## src/design/clns_pkg.sv

```systemverilog
// clns_pkg: shared types and constants for the character display nibble sequencer.
// No dependencies; imported by every module of the block.
`default_nettype none

package clns_pkg;

    // Item kinds on the input side; the fourth code carries no meaning
    typedef enum logic [1:0] {
        KIND_MESSAGE = 2'd0,
        KIND_DATA    = 2'd1,
        KIND_COMMAND = 2'd2
    } kind_t;

    // Configuration register indexes
    localparam logic [0:0] REG_CLEAR_BEFORE_WRITE = 1'b0;
    localparam logic [0:0] REG_LINE_SEPARATOR     = 1'b1;

    localparam logic [7:0] LINE_SEP_RESET = 8'd43;

    // Display commands
    localparam logic [7:0] CMD_DDRAM_SET = 8'h80;
    localparam logic [7:0] ROW1_ADDR     = 8'h40;
    localparam logic [7:0] ROW2_ADDR     = 8'h14;
    localparam logic [7:0] ROW3_ADDR     = 8'h54;
    localparam logic [7:0] CMD_CLEAR     = 8'h01;
    localparam logic [7:0] CMD_HOME      = 8'h02;

    localparam logic [7:0] CMD_ROW1 = CMD_DDRAM_SET | ROW1_ADDR;
    localparam logic [7:0] CMD_ROW2 = CMD_DDRAM_SET | ROW2_ADDR;
    localparam logic [7:0] CMD_ROW3 = CMD_DDRAM_SET | ROW3_ADDR;

    // Register select levels
    localparam logic RS_COMMAND = 1'b0;
    localparam logic RS_DATA    = 1'b1;

    localparam int ROW_W = 3;

    // Default depth of the job queue between front and back
    localparam int JOB_DEPTH_DEF = 2;

    // One classified item: up to three bytes, sent in the order clear, body, home
    typedef struct packed {
        logic       has_home;
        logic       has_body;
        logic       has_clear;
        logic       body_rs;
        logic [7:0] body_byte;
    } job_t;

endpackage

`default_nettype wire

```

## src/design/clns_front.sv

```systemverilog
// clns_front: accepts input items, tracks message state, builds byte jobs.
// Holds the configuration registers. Depends on clns_pkg.
`default_nettype none

module clns_front (
    input  wire logic                clk,
    input  wire logic                rst_n,
    input  wire logic                push,
    output logic                     full,
    input  wire logic [1:0]          kind,
    input  wire logic [7:0]          byte_value,
    input  wire logic                message_end,
    input  wire logic                cfg_valid,
    output logic                     cfg_ready,
    input  wire logic [0:0]          cfg_index,
    input  wire logic [7:0]          cfg_data,
    output logic                     job_push,
    output clns_pkg::job_t           job,
    input  wire logic                job_full
);
    import clns_pkg::*;

    logic             clear_cfg_reg;
    logic [7:0]       sep_cfg_reg;
    logic [ROW_W-1:0] row_count_reg, row_count_next;
    logic             in_message_reg, in_message_next;
    logic             dropping_reg, dropping_next;

    logic             accept;
    logic [ROW_W-1:0] row_cur;
    logic [ROW_W-1:0] row_inc;
    logic             drop_cur;
    job_t             job_w;

    assign full      = job_full;
    assign cfg_ready = 1'b1;
    assign accept    = push && !job_full;

    always_comb
    begin
        job_w           = '0;
        row_count_next  = row_count_reg;
        in_message_next = in_message_reg;
        dropping_next   = dropping_reg;
        row_cur         = in_message_reg ? row_count_reg : '0;
        drop_cur        = in_message_reg ? dropping_reg : 1'b0;
        row_inc         = row_cur + ROW_W'(1);

        unique case (kind)
            KIND_DATA:
            begin
                job_w.has_body  = 1'b1;
                job_w.body_rs   = RS_DATA;
                job_w.body_byte = byte_value;
            end
            KIND_COMMAND:
            begin
                job_w.has_body  = 1'b1;
                job_w.body_rs   = RS_COMMAND;
                job_w.body_byte = byte_value;
            end
            KIND_MESSAGE:
            begin
                job_w.has_clear = !in_message_reg && clear_cfg_reg;
                row_count_next  = row_cur;
                dropping_next   = drop_cur;
                in_message_next = 1'b1;
                if (!drop_cur)
                begin
                    priority if (byte_value == 8'd0)
                    begin
                        dropping_next = 1'b1;
                    end
                    else if (byte_value == sep_cfg_reg)
                    begin
                        row_count_next  = row_inc;
                        job_w.body_rs   = RS_COMMAND;
                        priority if (row_inc == ROW_W'(1))
                        begin
                            job_w.has_body  = 1'b1;
                            job_w.body_byte = CMD_ROW1;
                        end
                        else if (row_inc == ROW_W'(2))
                        begin
                            job_w.has_body  = 1'b1;
                            job_w.body_byte = CMD_ROW2;
                        end
                        else if (row_inc == ROW_W'(3))
                        begin
                            job_w.has_body  = 1'b1;
                            job_w.body_byte = CMD_ROW3;
                        end
                        else
                        begin
                            dropping_next = 1'b1;
                        end
                    end
                    else
                    begin
                        job_w.has_body  = 1'b1;
                        job_w.body_rs   = RS_DATA;
                        job_w.body_byte = byte_value;
                    end
                end
                if (message_end)
                begin
                    job_w.has_home  = 1'b1;
                    in_message_next = 1'b0;
                    row_count_next  = '0;
                    dropping_next   = 1'b0;
                end
            end
            default:
            begin
                // meaningless kind: ignored
            end
        endcase
    end

    assign job      = job_w;
    assign job_push = accept && (job_w.has_clear || job_w.has_body || job_w.has_home);

    always_ff @(posedge clk or negedge rst_n)
    begin
        if (!rst_n)
        begin
            clear_cfg_reg  <= 1'b0;
            sep_cfg_reg    <= LINE_SEP_RESET;
            row_count_reg  <= '0;
            in_message_reg <= 1'b0;
            dropping_reg   <= 1'b0;
        end
        else
        begin
            if (cfg_valid)
            begin
                unique case (cfg_index)
                    REG_CLEAR_BEFORE_WRITE: clear_cfg_reg <= cfg_data[0];
                    REG_LINE_SEPARATOR:     sep_cfg_reg   <= cfg_data;
                    default:                ;
                endcase
            end
            if (accept)
            begin
                row_count_reg  <= row_count_next;
                in_message_reg <= in_message_next;
                dropping_reg   <= dropping_next;
            end
        end
    end

    // row count saturates at the fourth separator
    a_row_bound: assert property (@(posedge clk) disable iff (!rst_n)
        row_count_reg <= ROW_W'(4))
        else $error("row count past four");

    // dropping only makes sense inside a message
    a_drop_in_msg: assert property (@(posedge clk) disable iff (!rst_n)
        dropping_reg |-> in_message_reg)
        else $error("dropping outside a message");

endmodule

`default_nettype wire

```

## src/design/clns_job_fifo.sv

```systemverilog
// clns_job_fifo: short queue of byte jobs between front and back.
// Depends on clns_pkg for job_t.
`default_nettype none

module clns_job_fifo #(
    parameter int DEPTH = clns_pkg::JOB_DEPTH_DEF
) (
    input  wire logic            clk,
    input  wire logic            rst_n,
    input  wire logic            push,
    input  wire clns_pkg::job_t  push_job,
    output logic                 full,
    input  wire logic            pop,
    output logic                 head_valid,
    output clns_pkg::job_t       head_job
);
    import clns_pkg::*;

    localparam int PTR_W = (DEPTH > 1) ? $clog2(DEPTH) : 1;
    localparam int CNT_W = $clog2(DEPTH + 1);

    job_t             store_reg [DEPTH];
    logic [PTR_W-1:0] wr_ptr_reg, rd_ptr_reg;
    logic [CNT_W-1:0] count_reg;
    logic             do_push, do_pop;

    assign full       = (count_reg == CNT_W'(DEPTH));
    assign head_valid = (count_reg != '0);
    assign head_job   = store_reg[rd_ptr_reg];
    assign do_push    = push && !full;
    assign do_pop     = pop && head_valid;

    always_ff @(posedge clk)
    begin
        if (do_push)
        begin
            store_reg[wr_ptr_reg] <= push_job;
        end
    end

    always_ff @(posedge clk or negedge rst_n)
    begin
        if (!rst_n)
        begin
            wr_ptr_reg <= '0;
            rd_ptr_reg <= '0;
            count_reg  <= '0;
        end
        else
        begin
            if (do_push)
            begin
                wr_ptr_reg <= (wr_ptr_reg == PTR_W'(DEPTH - 1)) ? '0 : wr_ptr_reg + PTR_W'(1);
            end
            if (do_pop)
            begin
                rd_ptr_reg <= (rd_ptr_reg == PTR_W'(DEPTH - 1)) ? '0 : rd_ptr_reg + PTR_W'(1);
            end
            if (do_push && !do_pop)
            begin
                count_reg <= count_reg + CNT_W'(1);
            end
            else if (do_pop && !do_push)
            begin
                count_reg <= count_reg - CNT_W'(1);
            end
        end
    end

    // the front must never push into a full queue
    a_no_overflow: assert property (@(posedge clk) disable iff (!rst_n)
        push |-> !full)
        else $error("job pushed into full queue");

endmodule

`default_nettype wire

```

## src/design/clns_back.sv

```systemverilog
// clns_back: expands one byte job into nibble strobes, one per cycle while the
// one-entry output register it feeds is empty or popped. Depends on clns_pkg.
`default_nettype none

module clns_back (
    input  wire logic            clk,
    input  wire logic            rst_n,
    input  wire logic            job_valid,
    input  wire clns_pkg::job_t  job,
    output logic                 job_pop,
    output logic                 empty,
    input  wire logic            pop,
    output logic                 register_select,
    output logic [3:0]           nibble,
    output logic                 last_strobe
);
    import clns_pkg::*;

    // mask bit 0 clear, bit 1 body, bit 2 home
    logic [2:0] mask_reg, mask_next;
    logic       half_reg, half_next;
    logic [7:0] body_byte_reg, body_byte_next;
    logic       body_rs_reg, body_rs_next;
    logic       out_valid_reg, out_valid_next;
    logic       out_rs_reg, out_rs_next;
    logic [3:0] out_nib_reg, out_nib_next;
    logic       out_last_reg, out_last_next;

    logic [7:0] cur_byte;
    logic       cur_rs;
    logic [2:0] lowest;
    logic [2:0] mask_after;
    logic       active;
    logic       advance;
    logic       is_last;

    always_comb
    begin
        priority if (mask_reg[0])
        begin
            cur_byte = CMD_CLEAR;
            cur_rs   = RS_COMMAND;
        end
        else if (mask_reg[1])
        begin
            cur_byte = body_byte_reg;
            cur_rs   = body_rs_reg;
        end
        else
        begin
            cur_byte = CMD_HOME;
            cur_rs   = RS_COMMAND;
        end

        lowest     = mask_reg & (~mask_reg + 3'd1);
        mask_after = half_reg ? (mask_reg & ~lowest) : mask_reg;
        active     = (mask_reg != 3'd0);
        advance    = active && (!out_valid_reg || pop);
        is_last    = half_reg && (mask_after == 3'd0);
        job_pop    = job_valid && (!active || (advance && is_last));

        mask_next      = mask_reg;
        half_next      = half_reg;
        body_byte_next = body_byte_reg;
        body_rs_next   = body_rs_reg;
        out_valid_next = out_valid_reg && !pop;
        out_rs_next    = out_rs_reg;
        out_nib_next   = out_nib_reg;
        out_last_next  = out_last_reg;

        if (advance)
        begin
            out_valid_next = 1'b1;
            out_rs_next    = cur_rs;
            out_nib_next   = half_reg ? cur_byte[3:0] : cur_byte[7:4];
            out_last_next  = is_last;
            mask_next      = mask_after;
            half_next      = !half_reg;
        end
        if (job_pop)
        begin
            mask_next      = {job.has_home, job.has_body, job.has_clear};
            half_next      = 1'b0;
            body_byte_next = job.body_byte;
            body_rs_next   = job.body_rs;
        end
    end

    always_ff @(posedge clk)
    begin
        body_byte_reg <= body_byte_next;
        body_rs_reg   <= body_rs_next;
        out_rs_reg    <= out_rs_next;
        out_nib_reg   <= out_nib_next;
        out_last_reg  <= out_last_next;
    end

    always_ff @(posedge clk or negedge rst_n)
    begin
        if (!rst_n)
        begin
            mask_reg      <= 3'd0;
            half_reg      <= 1'b0;
            out_valid_reg <= 1'b0;
        end
        else
        begin
            mask_reg      <= mask_next;
            half_reg      <= half_next;
            out_valid_reg <= out_valid_next;
        end
    end

    assign empty           = !out_valid_reg;
    assign register_select = out_rs_reg;
    assign nibble          = out_nib_reg;
    assign last_strobe     = out_last_reg;

    // an idle back end always sits on a high-nibble boundary
    a_idle_half: assert property (@(posedge clk) disable iff (!rst_n)
        (mask_reg == 3'd0) |-> !half_reg)
        else $error("back end idle mid-byte");

endmodule

`default_nettype wire

```

## src/design/char_lcd_message_nibble_sequencer_core.sv

```systemverilog
// char_lcd_message_nibble_sequencer_core: top level of the 4-bit display bus sequencer.
// Instantiates clns_front, clns_job_fifo and clns_back; depends on clns_pkg.
//
// Usage:
//   Input queue: drive kind/byte_value/message_end and raise push; the item is
//   taken on an edge where push is high and full is low. Kind 0 is a message
//   byte, 1 a raw data byte, 2 a raw command byte; kind 3 is ignored.
//   Result queue: while empty is low, register_select/nibble/last_strobe hold
//   the oldest strobe; pop takes it. last_strobe marks an item's final strobe.
//   Config: cfg_valid/cfg_ready (ready is always high), cfg_index 0 selects
//   clear_before_write, 1 the line separator byte. Write only while idle.
// Timing:
//   An item that sends bytes passes the job queue, the back end load and the
//   output register before its first strobe shows. The back end emits one
//   strobe per cycle while pop keeps the output register free; each byte
//   (clear, body, home) takes two nibbles. Items that send nothing push no
//   job. The front keeps accepting until the job queue is full.
// Reset clears message state, queues and output; config returns to its
// defaults (no clear, separator 43). When pop stays low the output register
// holds its strobe, the back end stalls, and full rises once the queue fills.
`default_nettype none

module char_lcd_message_nibble_sequencer_core #(
    parameter int JOB_DEPTH = clns_pkg::JOB_DEPTH_DEF
) (
    input  wire logic        clk,
    input  wire logic        rst_n,
    input  wire logic        push,
    output logic             full,
    input  wire logic [1:0]  kind,
    input  wire logic [7:0]  byte_value,
    input  wire logic        message_end,
    output logic             empty,
    input  wire logic        pop,
    output logic             register_select,
    output logic [3:0]       nibble,
    output logic             last_strobe,
    input  wire logic        cfg_valid,
    output logic             cfg_ready,
    input  wire logic [0:0]  cfg_index,
    input  wire logic [7:0]  cfg_data
);
    import clns_pkg::*;

    // front -> queue
    logic job_push;
    job_t job_in;
    logic job_full;

    // queue -> back
    logic job_valid;
    job_t job_head;
    logic job_pop;

    // front: classification and message state, config registers
    clns_front u_front (
        .clk         (clk),
        .rst_n       (rst_n),
        .push        (push),
        .full        (full),
        .kind        (kind),
        .byte_value  (byte_value),
        .message_end (message_end),
        .cfg_valid   (cfg_valid),
        .cfg_ready   (cfg_ready),
        .cfg_index   (cfg_index),
        .cfg_data    (cfg_data),
        .job_push    (job_push),
        .job         (job_in),
        .job_full    (job_full)
    );

    // decouples classification from the slow bus side
    clns_job_fifo #(
        .DEPTH (JOB_DEPTH)
    ) u_job_fifo (
        .clk        (clk),
        .rst_n      (rst_n),
        .push       (job_push),
        .push_job   (job_in),
        .full       (job_full),
        .pop        (job_pop),
        .head_valid (job_valid),
        .head_job   (job_head)
    );

    // back: nibble strobes, one per cycle while the output is free or popped, into the output register
    clns_back u_back (
        .clk             (clk),
        .rst_n           (rst_n),
        .job_valid       (job_valid),
        .job             (job_head),
        .job_pop         (job_pop),
        .empty           (empty),
        .pop             (pop),
        .register_select (register_select),
        .nibble          (nibble),
        .last_strobe     (last_strobe)
    );

endmodule

`default_nettype wire
```

## config.mk

```make
export PLATFORM = sky130hd
export DESIGN_NAME = char_lcd_message_nibble_sequencer_core
export DESIGN_NICKNAME = d
export VERILOG_FILES = /design/src/design/clns_pkg.sv /design/src/design/clns_front.sv /design/src/design/clns_job_fifo.sv /design/src/design/clns_back.sv /design/src/design/char_lcd_message_nibble_sequencer_core.sv
export SDC_FILE = /design/constraint.sdc
export NUM_CORES = 1
export LEC_CHECK = 0
export BUFFER_PORTS_ARGS = -buffer_cell sky130_fd_sc_hd__buf_2
export CAP_MARGIN = 30
export CORE_UTILIZATION = 45
export CTS_CLUSTER_DIAMETER = 50
export DETAILED_ROUTE_END_ITERATION = 7
export PLACE_DENSITY_LB_ADDON = 0.1
export SYNTH_ARGS = -nofsm -noshare
export SYNTH_HDL_FRONTEND = slang
export SYNTH_SLANG_ARGS = --single-unit
```

## constraint.sdc

```tcl
create_clock -name clk -period 3.1 [get_ports clk]
set_input_delay 0.155 -clock clk [delete_from_list [all_inputs] [get_ports clk]]
set_output_delay 0.155 -clock clk [all_outputs]
set_load 0.005 [all_outputs]
```

==> metrics.md <==
| Metric | Value |
|---|---|
| Synth-to-Final Area Change | 14.1% |
| Met2 GRT Util | 0.279 |
| Final RePlAce weighted congestion | roughly 0.75 |
| Asr flop ratio synth | 0.371 |
| Synth top area share | 0.394 |
| Met1 usage | 0.175 |
| Setup violators final | 0 |
| Core region area | 6350 µm² |
| Root Driver | clkbuf_8 |
| Final wirelength | 4.97 mm |
| Max-cap violations | 0 |
| # IOs | 34 |
| Top post-synthesis cells by count | edfxtp_1 (39), dfrtp_1 (19), mux2_2 (18) |
| Fillers | 527 |
| Clk_lat worst skew | between 300 and 400 ps |
| Vias in the first global route | between 1,500 and 2,000 |
| Antenna Nets Post-Route | 0 |
| Reg2reg setup slack | 710 ps |
| CTS H-tree lvls | 3 |
| Die width | 83.3 µm |
| Initial Util | 0.468 |
| Cell Area, Synth | 2970 µm² |
| Clock buffer depth | 2 |
| Total die area | 6930 µm² |
| Top-count cell post-synth | edfxtp_1 |
| CP arrival | between 2000 and 2500 ps |
| CTS sink count | 62 |
| Total number of vias | 1,782 |
| Outcome | completed |
| Largest net degree at the start of global routing | 24 |
| Core Util, Final | 0.534 |
| Syn Nets | 253 |
| DRT Pass-1 Iters | 4 |
| Total power per unit cell area | 800 nW/µm² |
| IO Port Bufs | 32 |
| Nets | a little under 300 |
| Post-Synth Adder-Cell Area | 0.0295 |
| VDD IR max | roughly 0.61 mV |
| Synthesized area per cell | between 10 and 15 µm² |
| Placed Area | approximately 3200 µm² |
| Rows | 29 |
| Final period utilization | 0.772 |
| Drt wl/cell | 14.6 µm |
| Post-synthesis compound-gate area fraction | 0.110 |
| CTS tree | done |
| Inserted Clock Buffers | 9 |
| RSZ-0062 raised after global routing | false |
| Simple-Gate Fraction of Synth Area | 0.112 |
| Worst setup EP type | register |
| Area leader, netlist | edfxtp_1 |
| Main synth FF type | edfxtp_1 |
| Initial antenna violation count | 0 |
| Final HPWL DP | ~3.6 mm |
| Worst-path clk slew | 60 ps |
| Antenna fix cells | 0 |
| Min cycle time layout | 2390 ps |
| Synth top area cells | edfxtp_1 (39%), dfrtp_1 (16%), mux2_2 (6.8%) |
| Clock skew | 8.06 ps |
| Mux cell area share after synthesis | 0.0884 |
| Post-synthesis xor/xnor area fraction | 0.0442 |
| Drt drc | 0 |
| Largest register FFs | 24 |
| Final Instance Area | 3390 µm² |
| Fmax | 418 MHz |
| Number of synthesized flops with an enable pin | 39 |
| Final Hold Vio Count | 0 |
| Met3 Use GR | 0.0527 |
| Post-Syn Instances | roughly 220 |
| Crit start category | register |
| Synthesis-stage register bit count | 62 |
| Synth Warn # | 0 |
| Max Slew Vio Count | 0 |
| Share of layout cells above drive strength 1 | 0.311 |
| Post-CTS resize count | 0 |
| Die Y | 83.3 µm |
| Global Route Usage Sum | 0.159 |
| Vias per cell | 5.23 |
| Main combinational cell family by area after synthesis | simple AND/OR/NAND/NOR gates |
| Hold Path Class | in2reg |
| CP max FO | 12 |
| Least-Margin Pin Slew | 641 ps |
| Required time worst endpoint | 3070 ps |
| Starting DRT DRC Count | 58 |
| Grt peak-use layer | met2 |
| First-pass GRT wire length | around 8.3 mm |
| Setup TNS | 0 ps |
| WS Path Type | reg2reg |
| Remaining global-route overflow | 0 |
| Slew Limit Headroom | 0.573 |
| Leak | 1.38 nW |
| Synth cell types | 59 |
| Register area share after synthesis | 0.589 |
==> stage by stage <==
stage	worst slack [ps]	total power [mW]	std cells	hold WS (ps)
2_1_floorplan	770	1.88	221	-141
3_3_place_gp	737	2.08	325	184
3_5_place_dp	713	2.09	325	185
4_1_cts	681	2.75	341	37.1
5_1_grt	535	2.88	341	40.5
6_report	708	2.71	341	50.6
==> path summary, 6_finish.rpt <==
kind                                              from                          end  cells past startpoint
max in group asynchronous                        rst_n       u_front.sep_cfg_reg[3]                      2
min in group asynchronous                        rst_n              u_back.half_reg                      2
worst min-delay path                       cfg_data[7]       u_front.sep_cfg_reg[7]                      2
worst max-delay path            u_front.in_message_reg  u_job_fifo.store_reg[1][10]                      6
worst min register to register   u_job_fifo.wr_ptr_reg        u_job_fifo.wr_ptr_reg                      1
worst max register to register  u_front.in_message_reg  u_job_fifo.store_reg[1][10]                      6
==> logic make-up (layout without fill, tap and decap cells) <==
group,Yosys count,count (layout)
xor+xnor,15,15
other cells,1,1
fa+ha+maj,7,7
buf+inv,16,59
simple gates,56,56
compound gates,40,40
mux,24,24
flops,62,62
==> routing by layer <==
metal,up-vias,part of all wire
met5,-,0
met3,9,0.040
li1,892,-
met4,0,0.018
met2,35,0.51
met1,846,0.43
==> cell type report <==
type | instances | area, µm² | share of cell area
clock buffers | 10 | 128 | 0.0377
repair buffers | 35 | 185 | 0.0546
well taps | 77 | 96.3 | 0.0284
clock inverters | 5 | 51.3 | 0.0151
inverters | 9 | 33.8 | 0.00997
multi-input cells | 143 | 1140 | 0.337
flip-flops and latches | 62 | 1750 | 0.517
==> what timing repair did <==
item,CTS,global route
hold buffers,1,0
endpoints found under the hold margin,19,0
setup buffers,0,0
==> cells in the final DEF, fill, tap and decap left out, types with 8 or more instances in the layout <==
| cell | instances |
|---|---|
| o21ai_0 | 8 |
| mux2_2 | 18 |
| nor2_1 | 10 |
| dfrtp_1 | 19 |
| nand2_1 | 12 |
| buf_2 | 32 |
| inv_1 | 9 |
| xnor2_1 | 11 |
| clkbuf_8 | 9 |
| edfxtp_1 | 39 |
==> critical path, cell delays in order (launching register included) <==
cell and delay (ps):
dfrtp_1 530, and2_1 180, ha_1 160, a31o_2 180, nor3_2 60, o41ai_4 370
and2_1 530
==> where the power goes <==
group	switching, mW	internal [mW]	leakage [nW]
logic	0.346	0.347	0.651
clock network	0.285	0.361	0.0896
registers	0.190	1.18	0.639
total	0.821	1.89	1.38
No activity file was read; power rests on OpenSTA's default activity.
